File: config.mk
export PLATFORM = sky130hd
export DESIGN_NAME = polygon_vector_area_centroid_unit
export DESIGN_NICKNAME = d
export VERILOG_FILES = /design/src/rtl/pvac_pkg.sv /design/src/rtl/polygon_vector_area_centroid_unit.sv /design/src/rtl/pvac_ctrl.sv /design/src/rtl/pvac_dp.sv
export SDC_FILE = /design/constraint.sdc
export NUM_CORES = 2
export LEC_CHECK = 0
export BUFFER_PORTS_ARGS = -buffer_cell sky130_fd_sc_hd__buf_2
export CORE_MARGIN = 8
export CORE_UTILIZATION = 45
export DETAILED_ROUTE_END_ITERATION = 7
export HOLD_SLACK_MARGIN = 0.1
export PLACE_DENSITY = 0.66
export REMOVE_ABC_BUFFERS = 1
export SYNTH_ARGS = -nofsm -noshare
export SYNTH_HDL_FRONTEND = slang
export SYNTH_SLANG_ARGS = --single-unit
File: constraint.sdc
create_clock -name i_clk -period 9.47 [get_ports i_clk]
set_input_delay 2.3675 -clock i_clk [delete_from_list [all_inputs] [get_ports i_clk]]
set_output_delay 2.3675 -clock i_clk [all_outputs]
set_load 0.02 [all_outputs]
File: src/rtl/pvac_pkg.sv
// ---------------------------------------------------------------------------
// pvac_pkg
// shared constants, types and command/status bundles of the area unit
// ---------------------------------------------------------------------------
package pvac_pkg;

    localparam int COORD_BITS = 16;
    localparam int MAX_POINTS = 1024;
    localparam int CNT_W      = $clog2(MAX_POINTS + 1);
    localparam int AREA_W     = 42;
    localparam int SUM_W      = AREA_W + 1;
    localparam int PROD_W     = 2 * COORD_BITS;
    localparam int CSUM_W     = 27;
    localparam int MUL_STEPS  = 6;
    localparam int DIV_STEPS  = CSUM_W;
    localparam int STEP_W     = $clog2(DIV_STEPS);

    typedef enum logic [2:0] {
        ST_IDLE,
        ST_CROSS,
        ST_CLOSE,
        ST_DIV,
        ST_OUT
    } t_state;

    // cross product terms in issue order
    typedef enum logic [2:0] {
        T_X_POS,
        T_X_NEG,
        T_Y_POS,
        T_Y_NEG,
        T_Z_POS,
        T_Z_NEG
    } t_term;

    typedef struct packed {
        logic  accept;
        logic  mul_en;
        t_term term;
        logic  use_first;
        logic  shift_prev;
        logic  div_start;
        logic  div_step;
        logic  clear;
    } t_cmd;

    typedef struct packed {
        logic count_zero;
        logic count_full;
        logic last;
    } t_status;

endpackage

File: src/rtl/polygon_vector_area_centroid_unit.sv
// The first vertex of a polygon is only stored; a plain vertex takes the accept plus 6 multiply steps.
// A final vertex adds 6 closing-edge multiply steps, 27 divide steps and the result beat;
// a single vertex skips the vertex multiply steps, and past the vertex limit only the result beat follows.
// No vertex is taken while the unit is busy; the next vertex is taken the cycle after the strobe.
// Synchronous active-low reset clears the sequencer, counts and sums; no clearing pass.
// The result strobe lasts one cycle and cannot be stalled.
// ---------------------------------------------------------------------------
// polygon_vector_area_centroid_unit
// vector area and vertex centroid of a polygon given as a vertex stream
// ---------------------------------------------------------------------------
module polygon_vector_area_centroid_unit (
    input  logic                                  i_clk,
    input  logic                                  i_rst_n,
    input  logic                                  start,
    output logic                                  busy,
    input  logic signed [pvac_pkg::COORD_BITS-1:0] i_point_x,
    input  logic signed [pvac_pkg::COORD_BITS-1:0] i_point_y,
    input  logic signed [pvac_pkg::COORD_BITS-1:0] i_point_z,
    input  logic                                  i_last_point,
    output logic                                  o_valid,
    output logic signed [pvac_pkg::AREA_W-1:0]     o_area_x,
    output logic signed [pvac_pkg::AREA_W-1:0]     o_area_y,
    output logic signed [pvac_pkg::AREA_W-1:0]     o_area_z,
    output logic signed [pvac_pkg::COORD_BITS-1:0] o_center_x,
    output logic signed [pvac_pkg::COORD_BITS-1:0] o_center_y,
    output logic signed [pvac_pkg::COORD_BITS-1:0] o_center_z,
    output logic                                  o_too_many_points
);
    import pvac_pkg::*;

    t_cmd    cmd;
    t_status status;

    pvac_ctrl u_ctrl (
        .i_clk        (i_clk),
        .i_rst_n      (i_rst_n),
        .start        (start),
        .i_last_point (i_last_point),
        .i_status     (status),
        .o_cmd        (cmd),
        .busy         (busy),
        .o_valid      (o_valid)
    );

    pvac_dp u_dp (
        .i_clk             (i_clk),
        .i_rst_n           (i_rst_n),
        .i_point_x         (i_point_x),
        .i_point_y         (i_point_y),
        .i_point_z         (i_point_z),
        .i_last_point      (i_last_point),
        .i_cmd             (cmd),
        .o_status          (status),
        .o_area_x          (o_area_x),
        .o_area_y          (o_area_y),
        .o_area_z          (o_area_z),
        .o_center_x        (o_center_x),
        .o_center_y        (o_center_y),
        .o_center_z        (o_center_z),
        .o_too_many_points (o_too_many_points)
    );

endmodule

File: src/rtl/pvac_ctrl.sv
// ---------------------------------------------------------------------------
// pvac_ctrl
// sequencer: multiply steps per vertex, closing edge, divide, result beat
// ---------------------------------------------------------------------------
module pvac_ctrl (
    input  logic             i_clk,
    input  logic             i_rst_n,
    input  logic             start,
    input  logic             i_last_point,
    input  pvac_pkg::t_status i_status,
    output pvac_pkg::t_cmd    o_cmd,
    output logic             busy,
    output logic             o_valid
);
    import pvac_pkg::*;

    t_state              r_state, n_state;
    logic [STEP_W-1:0]   r_step, n_step;
    logic                accept;
    logic                mul_done;
    logic                div_done;

    assign busy     = (r_state != ST_IDLE);
    assign o_valid  = (r_state == ST_OUT);
    assign accept   = start && !busy;
    assign mul_done = (r_step == STEP_W'(MUL_STEPS - 1));
    assign div_done = (r_step == STEP_W'(DIV_STEPS - 1));

    always_ff @(posedge i_clk) begin
        if (!i_rst_n) begin
            r_state <= ST_IDLE;
            r_step  <= '0;
        end else begin
            r_state <= n_state;
            r_step  <= n_step;
        end
    end

    // next state
    always_comb begin
        n_state = r_state;
        n_step  = r_step;
        unique case (r_state)
            ST_IDLE: begin
                n_step = '0;
                if (accept) begin
                    priority if (!i_status.count_zero && !i_status.count_full) begin
                        n_state = ST_CROSS;
                    end else if (!i_last_point) begin
                        n_state = ST_IDLE;
                    end else if (i_status.count_full) begin
                        n_state = ST_OUT;
                    end else begin
                        n_state = ST_CLOSE;
                    end
                end
            end
            ST_CROSS: begin
                n_step = r_step + 1'b1;
                if (mul_done) begin
                    n_step  = '0;
                    n_state = i_status.last ? ST_CLOSE : ST_IDLE;
                end
            end
            ST_CLOSE: begin
                n_step = r_step + 1'b1;
                if (mul_done) begin
                    n_step  = '0;
                    n_state = ST_DIV;
                end
            end
            ST_DIV: begin
                n_step = r_step + 1'b1;
                if (div_done) begin
                    n_step  = '0;
                    n_state = ST_OUT;
                end
            end
            ST_OUT: begin
                n_step  = '0;
                n_state = ST_IDLE;
            end
            default: begin
                n_step  = '0;
                n_state = ST_IDLE;
            end
        endcase
    end

    // commands
    always_comb begin
        o_cmd            = '0;
        o_cmd.term       = t_term'(r_step[2:0]);
        o_cmd.accept     = accept;
        unique case (r_state)
            ST_IDLE: ;
            ST_CROSS: begin
                o_cmd.mul_en     = 1'b1;
                o_cmd.shift_prev = mul_done;
            end
            ST_CLOSE: begin
                o_cmd.mul_en     = 1'b1;
                o_cmd.use_first  = 1'b1;
                o_cmd.div_start  = mul_done;
            end
            ST_DIV: begin
                o_cmd.div_step   = 1'b1;
            end
            ST_OUT: begin
                o_cmd.clear      = 1'b1;
            end
            default: ;
        endcase
    end

endmodule

File: src/rtl/pvac_dp.sv
// ---------------------------------------------------------------------------
// pvac_dp
// vertex store, shared multiplier, cross/coordinate sums, centroid divider
// ---------------------------------------------------------------------------
module pvac_dp (
    input  logic                                  i_clk,
    input  logic                                  i_rst_n,
    input  logic signed [pvac_pkg::COORD_BITS-1:0] i_point_x,
    input  logic signed [pvac_pkg::COORD_BITS-1:0] i_point_y,
    input  logic signed [pvac_pkg::COORD_BITS-1:0] i_point_z,
    input  logic                                  i_last_point,
    input  pvac_pkg::t_cmd                         i_cmd,
    output pvac_pkg::t_status                      o_status,
    output logic signed [pvac_pkg::AREA_W-1:0]     o_area_x,
    output logic signed [pvac_pkg::AREA_W-1:0]     o_area_y,
    output logic signed [pvac_pkg::AREA_W-1:0]     o_area_z,
    output logic signed [pvac_pkg::COORD_BITS-1:0] o_center_x,
    output logic signed [pvac_pkg::COORD_BITS-1:0] o_center_y,
    output logic signed [pvac_pkg::COORD_BITS-1:0] o_center_z,
    output logic                                  o_too_many_points
);
    import pvac_pkg::*;

    logic signed [COORD_BITS-1:0] pin     [3];
    logic signed [COORD_BITS-1:0] r_first [3];
    logic signed [COORD_BITS-1:0] r_prev  [3];
    logic signed [COORD_BITS-1:0] r_cur   [3];
    logic signed [COORD_BITS-1:0] opb     [3];
    logic signed [CSUM_W-1:0]     r_csum  [3];
    logic signed [SUM_W-1:0]      r_cross [3];
    logic [CSUM_W-1:0]            r_dq    [3];
    logic [CNT_W-1:0]             r_rem   [3];
    logic                         r_neg   [3];
    logic [CNT_W:0]               shifted [3];
    logic [CNT_W:0]               trial   [3];
    logic [CSUM_W-1:0]            quo     [3];
    logic [CNT_W-1:0]             r_count;
    logic                         r_ovf;
    logic                         r_last;
    logic signed [COORD_BITS-1:0] mul_a, mul_b;
    logic signed [PROD_W-1:0]     r_prod;
    logic                         r_prod_vld;
    t_term                        r_prod_term;
    logic                         count_zero;
    logic                         count_full;
    logic [1:0]                   acc_idx;
    logic                         acc_sub;

    assign pin[0] = i_point_x;
    assign pin[1] = i_point_y;
    assign pin[2] = i_point_z;

    assign count_zero = (r_count == '0);
    assign count_full = (r_count >= CNT_W'(MAX_POINTS));

    assign o_status.count_zero = count_zero;
    assign o_status.count_full = count_full;
    assign o_status.last       = r_last;

    always_comb begin
        for (int i = 0; i < 3; i++) begin
            opb[i] = i_cmd.use_first ? r_first[i] : r_cur[i];
        end
    end

    // operand pick for the shared multiplier
    always_comb begin
        unique case (i_cmd.term)
            T_X_POS: begin mul_a = r_prev[1]; mul_b = opb[2]; end
            T_X_NEG: begin mul_a = r_prev[2]; mul_b = opb[1]; end
            T_Y_POS: begin mul_a = r_prev[2]; mul_b = opb[0]; end
            T_Y_NEG: begin mul_a = r_prev[0]; mul_b = opb[2]; end
            T_Z_POS: begin mul_a = r_prev[0]; mul_b = opb[1]; end
            T_Z_NEG: begin mul_a = r_prev[1]; mul_b = opb[0]; end
            default: begin mul_a = '0;        mul_b = '0;     end
        endcase
    end

    always_comb begin
        unique case (r_prod_term)
            T_X_POS: begin acc_idx = 2'd0; acc_sub = 1'b0; end
            T_X_NEG: begin acc_idx = 2'd0; acc_sub = 1'b1; end
            T_Y_POS: begin acc_idx = 2'd1; acc_sub = 1'b0; end
            T_Y_NEG: begin acc_idx = 2'd1; acc_sub = 1'b1; end
            T_Z_POS: begin acc_idx = 2'd2; acc_sub = 1'b0; end
            T_Z_NEG: begin acc_idx = 2'd2; acc_sub = 1'b1; end
            default: begin acc_idx = 2'd0; acc_sub = 1'b0; end
        endcase
    end

    // restoring divide step, one quotient bit per lane per cycle while div_step is set
    always_comb begin
        for (int i = 0; i < 3; i++) begin
            shifted[i] = {r_rem[i], r_dq[i][CSUM_W-1]};
            trial[i]   = shifted[i] - {1'b0, r_count};
            quo[i]     = r_neg[i] ? (~r_dq[i] + 1'b1) : r_dq[i];
        end
    end

    always_ff @(posedge i_clk) begin
        r_prod      <= mul_a * mul_b;
        r_prod_term <= i_cmd.term;
    end

    always_ff @(posedge i_clk) begin
        if (!i_rst_n) begin
            r_prod_vld <= 1'b0;
            r_last     <= 1'b0;
            r_count    <= '0;
            r_ovf      <= 1'b0;
            for (int i = 0; i < 3; i++) begin
                r_first[i] <= '0;
                r_prev[i]  <= '0;
                r_cur[i]   <= '0;
                r_csum[i]  <= '0;
                r_cross[i] <= '0;
                r_dq[i]    <= '0;
                r_rem[i]   <= '0;
                r_neg[i]   <= 1'b0;
            end
        end else begin
            r_prod_vld <= i_cmd.mul_en;

            if (r_prod_vld) begin
                if (acc_sub) begin
                    r_cross[acc_idx] <= r_cross[acc_idx] - SUM_W'(r_prod);
                end else begin
                    r_cross[acc_idx] <= r_cross[acc_idx] + SUM_W'(r_prod);
                end
            end

            if (i_cmd.shift_prev) begin
                for (int i = 0; i < 3; i++) begin
                    r_prev[i] <= r_cur[i];
                end
            end

            if (i_cmd.div_start) begin
                for (int i = 0; i < 3; i++) begin
                    r_neg[i] <= r_csum[i][CSUM_W-1];
                    r_dq[i]  <= r_csum[i][CSUM_W-1] ? (~r_csum[i] + 1'b1) : r_csum[i];
                    r_rem[i] <= '0;
                end
            end

            if (i_cmd.div_step) begin
                for (int i = 0; i < 3; i++) begin
                    if (!trial[i][CNT_W]) begin
                        r_rem[i] <= trial[i][CNT_W-1:0];
                    end else begin
                        r_rem[i] <= shifted[i][CNT_W-1:0];
                    end
                    r_dq[i] <= {r_dq[i][CSUM_W-2:0], ~trial[i][CNT_W]};
                end
            end

            if (i_cmd.accept) begin
                r_last <= i_last_point;
                for (int i = 0; i < 3; i++) begin
                    r_cur[i] <= pin[i];
                end
                priority if (count_zero) begin
                    for (int i = 0; i < 3; i++) begin
                        r_first[i] <= pin[i];
                        r_prev[i]  <= pin[i];
                        r_csum[i]  <= CSUM_W'(pin[i]);
                        r_cross[i] <= '0;
                    end
                    r_ovf   <= 1'b0;
                    r_count <= CNT_W'(1);
                end else if (count_full) begin
                    r_ovf <= 1'b1;
                end else begin
                    for (int i = 0; i < 3; i++) begin
                        r_csum[i] <= r_csum[i] + CSUM_W'(pin[i]);
                    end
                    r_count <= r_count + 1'b1;
                end
            end

            if (i_cmd.clear) begin
                for (int i = 0; i < 3; i++) begin
                    r_first[i] <= '0;
                    r_prev[i]  <= '0;
                    r_csum[i]  <= '0;
                    r_cross[i] <= '0;
                end
                r_count <= '0;
                r_ovf   <= 1'b0;
            end
        end
    end

    // result fields, valid while the result beat is shown
    assign o_area_x   = r_ovf ? '0 : r_cross[0][SUM_W-1:1];
    assign o_area_y   = r_ovf ? '0 : r_cross[1][SUM_W-1:1];
    assign o_area_z   = r_ovf ? '0 : r_cross[2][SUM_W-1:1];
    assign o_center_x = r_ovf ? '0 : quo[0][COORD_BITS-1:0];
    assign o_center_y = r_ovf ? '0 : quo[1][COORD_BITS-1:0];
    assign o_center_z = r_ovf ? '0 : quo[2][COORD_BITS-1:0];
    assign o_too_many_points = r_ovf;

endmodule

==> impl_metrics.py <==
metrics = {
    "outcome": {
        "run_status": "completed",
    },
    "cells_and_area": {
        "fillers": 8862,
        "drive_above_1_share_pct": 9.077,
        "stdcell_area_um2": 47700,
        "area.growth.synth_to_final_pct": 10.48,
        "num-nets-final": 5248,
    },
    "sta": {
        "fmax_mhz": 113.6,
        "tns_ns": 0,
        "rsz0062_at_grt": "false",
        "slew_headroom_pct": 21.63,
        "tightest_slew_ns": 1.173,
        "worst_clock_skew_ns": 0.05000,
        "period_needed_ns": 8.800,
        "final.period_utilization_pct": 92.93,
        "final_hold_viol_count": 0,
        "setup-violations-final": 0,
        "drv_slew": 0,
        "timing.hold.ws_ns": 0.4506,
    },
    "setup_path": {
        "crit_end": "u_dp.r_prod[31]",
        "reg2reg_from": "u_ctrl.r_step[2]",
        "cp_common_cell": "fa_1",
        "crit_start": "u_ctrl.r_step[2]",
        "r2r_cells": 27,
        "end_kind": "flip-flop",
        "cp.required_ns": 9.98,
        "ff2ff_setup_slack_ns": 0.67,
        "crit_type": "flip-flop to flip-flop",
        "worstPathMaxFanout": 18,
        "slowest_stage": "a2111oi_0",
        "cp-start-kind": "flip-flop",
        "cp_slowest_stage_delay_ns": 0.59,
        "r2r-end": "u_dp.r_prod[31]",
        "cp_data_arrival_time_ns": 9.31,
    },
    "yosys": {
        "yosysMostFrequentCell": "edfxtp_1",
        "yosys_warnings": 0,
        "netlist_instances": 4527,
        "postSynthAreaPerCell_um2": 9.538,
        "synth_edf_count": 471,
        "synth_area_leader_cell": "edfxtp_1",
        "yosysSeqAreaShare_pct": 35.40,
        "synth_commonest_cells": "471 x edfxtp_1, 450 x nor2_1, 423 x nand2_1",
        "ys.flop_type": "edfxtp_1",
        "synthArstFlopShare_pct": 0,
        "syn_area_um2": 43180,
        "synth_top_area_share_pct": 32.76,
        "synth_cell_type_count": 77,
        "yosys-top-cells-area": "edfxtp_1 33%, fa_1 12%, ha_1 7.2%",
        "ys_seq_elements": 528,
    },
    "floorplanning": {
        "initial_core_util_pct": 45.44,
        "ioPinCount": 229,
        "rows": 113,
        "design.core.area_um2": 95010,
        "die_x_um": 325.8,
        "die_area_um2": 106100,
        "die_y_um": 325.8,
    },
    "clock_network": {
        "numCtsBuffers": 58,
        "cts.repair.resized": 0,
        "clk_pin_slew_ns": 0.07,
        "cts_root_buf": "clkbuf_16",
        "cts_tree": "built",
        "postCtsHoldBufs": 0,
        "cts_max_level": 2,
        "clock_latency_ns": 0.67,
        "clockBufferDepth": 3,
        "cts_setup_buffers": 0,
        "clock_sinks": 528,
    },
    "global_routing": {
        "busiest_layer": "met2",
        "grt_pass1_vias": 33160,
        "grt_pass1_wl_um": 185400,
        "use_met3_pct": 3.938,
        "grt_use_met1_pct": 28.33,
        "grt_overflow_total": 0,
        "grt_util_all_layers_pct": 21.42,
        "antenna_found_initial": 9,
        "grt_max_degree": 86,
        "grtUsageMet2_pct": 35.81,
    },
    "placement": {
        "port_buffers": 228,
        "gp_congestion": 0.9541,
        "dpl-instance-area_um2": 45660,
        "dp_hpwl_um": 89310,
    },
    "run": {
        "cap_violations": 0,
    },
    "drt": {
        "via_per_inst": 5.614,
        "drtIter0Drc": 2737,
        "drc": 0,
        "vias": 33660,
        "wl_um": 117500,
        "ant_nets": 0,
        "wl_per_cell_um": 19.60,
        "drt_pre_antenna_iters": 8,
    },
    "worst_hold_path": {
        "hold_class": "flip-flop to flip-flop",
    },
}
[cells in the final DEF, fill, tap and decap left out, types with 28 or more instances in the layout]
cell type  instances
o31ai_1           50
a21o_1           148
buf_4             49
and3_1            58
mux2i_1           80
inv_1            390
o21bai_1          28
nand3_1           81
xor2_1           154
and2_1            69
or3_1             30
nand2b_1          35
nor2b_1          207
a211oi_1          66
fa_1             269
dfxtp_1           54
nor3_1            82
a21oi_1          221
a222oi_1          30
o21ai_0          249
edfxtp_1         471
clkbuf_16         58
ha_1             249
nand2_1          418
xnor2_1          139
nor2_1           448
buf_2            228
[area by class of cell]
cell class | count | area, um^2 | share of cell area (%)
Antenna cell | 4 | 10.01 | 0.02098
Clock buffer | 69 | 1533 | 3.213
Clock inverter | 39 | 503.0 | 1.054
Inverter | 391 | 1468 | 3.077
Multi-Input combinational cell | 3422 | 25800 | 54.09
Sequential cell | 528 | 15300 | 32.07
Tap cell | 1265 | 1583 | 3.318
Timing Repair Buffer | 277 | 1509 | 3.163
[flip-flops by register name, indices dropped and copies added (netlist names), 5 cells and up]
signal         count
u_dp.r_rem        33
u_dp.r_dq         81
u_dp.r_cross     129
u_dp.r_first      48
u_dp.r_count      11
u_ctrl.r_step      5
u_dp.r_prod       32
u_dp.r_cur        48
u_dp.r_prev       48
u_dp.r_csum       81
[worst min-delay path by stage]
stage	startpoint	end	slack (ns)	cells after the start
detailed placement	u_ctrl.r_step[1]	u_dp.r_prod_term[1]	0.41	0
finish	u_ctrl.r_step[1]	u_dp.r_prod_term[1]	0.45	0
global placement	u_ctrl.r_step[1]	u_dp.r_prod_term[1]	0.39	0
floorplan	u_ctrl.r_step[1]	u_dp.r_prod_term[1]	0.38	0
global route	u_ctrl.r_step[1]	u_dp.r_prod_term[1]	0.46	0
CTS	u_ctrl.r_step[1]	u_dp.r_prod_term[1]	0.44	0
[worst max-delay path: cells and delay by family (launching register included)]
family / cells / cell delay [ns]
simple gates: 5 / 1.50
flops: 1 / 0.48
compound gates: 8 / 2.52
fa+ha+maj: 8 / 3.67
buf+inv: 5 / 0.34
xor+xnor: 1 / 0.12
[stage by stage]
stage	util, %	setup WS (ns)	cells
floorplan	-	1.289	4341
detailed placement	48.05	0.8921	5883
finish	50.21	0.6699	5995
global route	50.19	0.1999	5991
CTS	50.19	0.7966	5991
global placement	48.05	1.086	5883
[metal layers]
metal	routed length [um]	vias to the layer above
met1	50950	16270
met4	3467	8
met3	7930	207
met2	55100	1052
li1	-	16120
met5	50	-
[kinds of logic (layout without fill, tap and decap cells)]
family | count (synthesis) | count (layout) | share of synthesized area [%]
DFF | 528 | 528 | 35.40
muxes | 82 | 82 | 1.907
AOI/OAI and AO/OA | 985 | 985 | 14.92
and+or+nand+nor | 1543 | 1543 | 17.09
xor gates and xnor gates | 294 | 294 | 5.964
adders and majority gates | 518 | 518 | 19.69
buffers and inverters | 577 | 776 | 5.028
other | 0 | 4 | 0
Power is left out: the tool's default activity adds up to more than one toggle a clock period on the data nets, which glitch-free logic cannot reach.
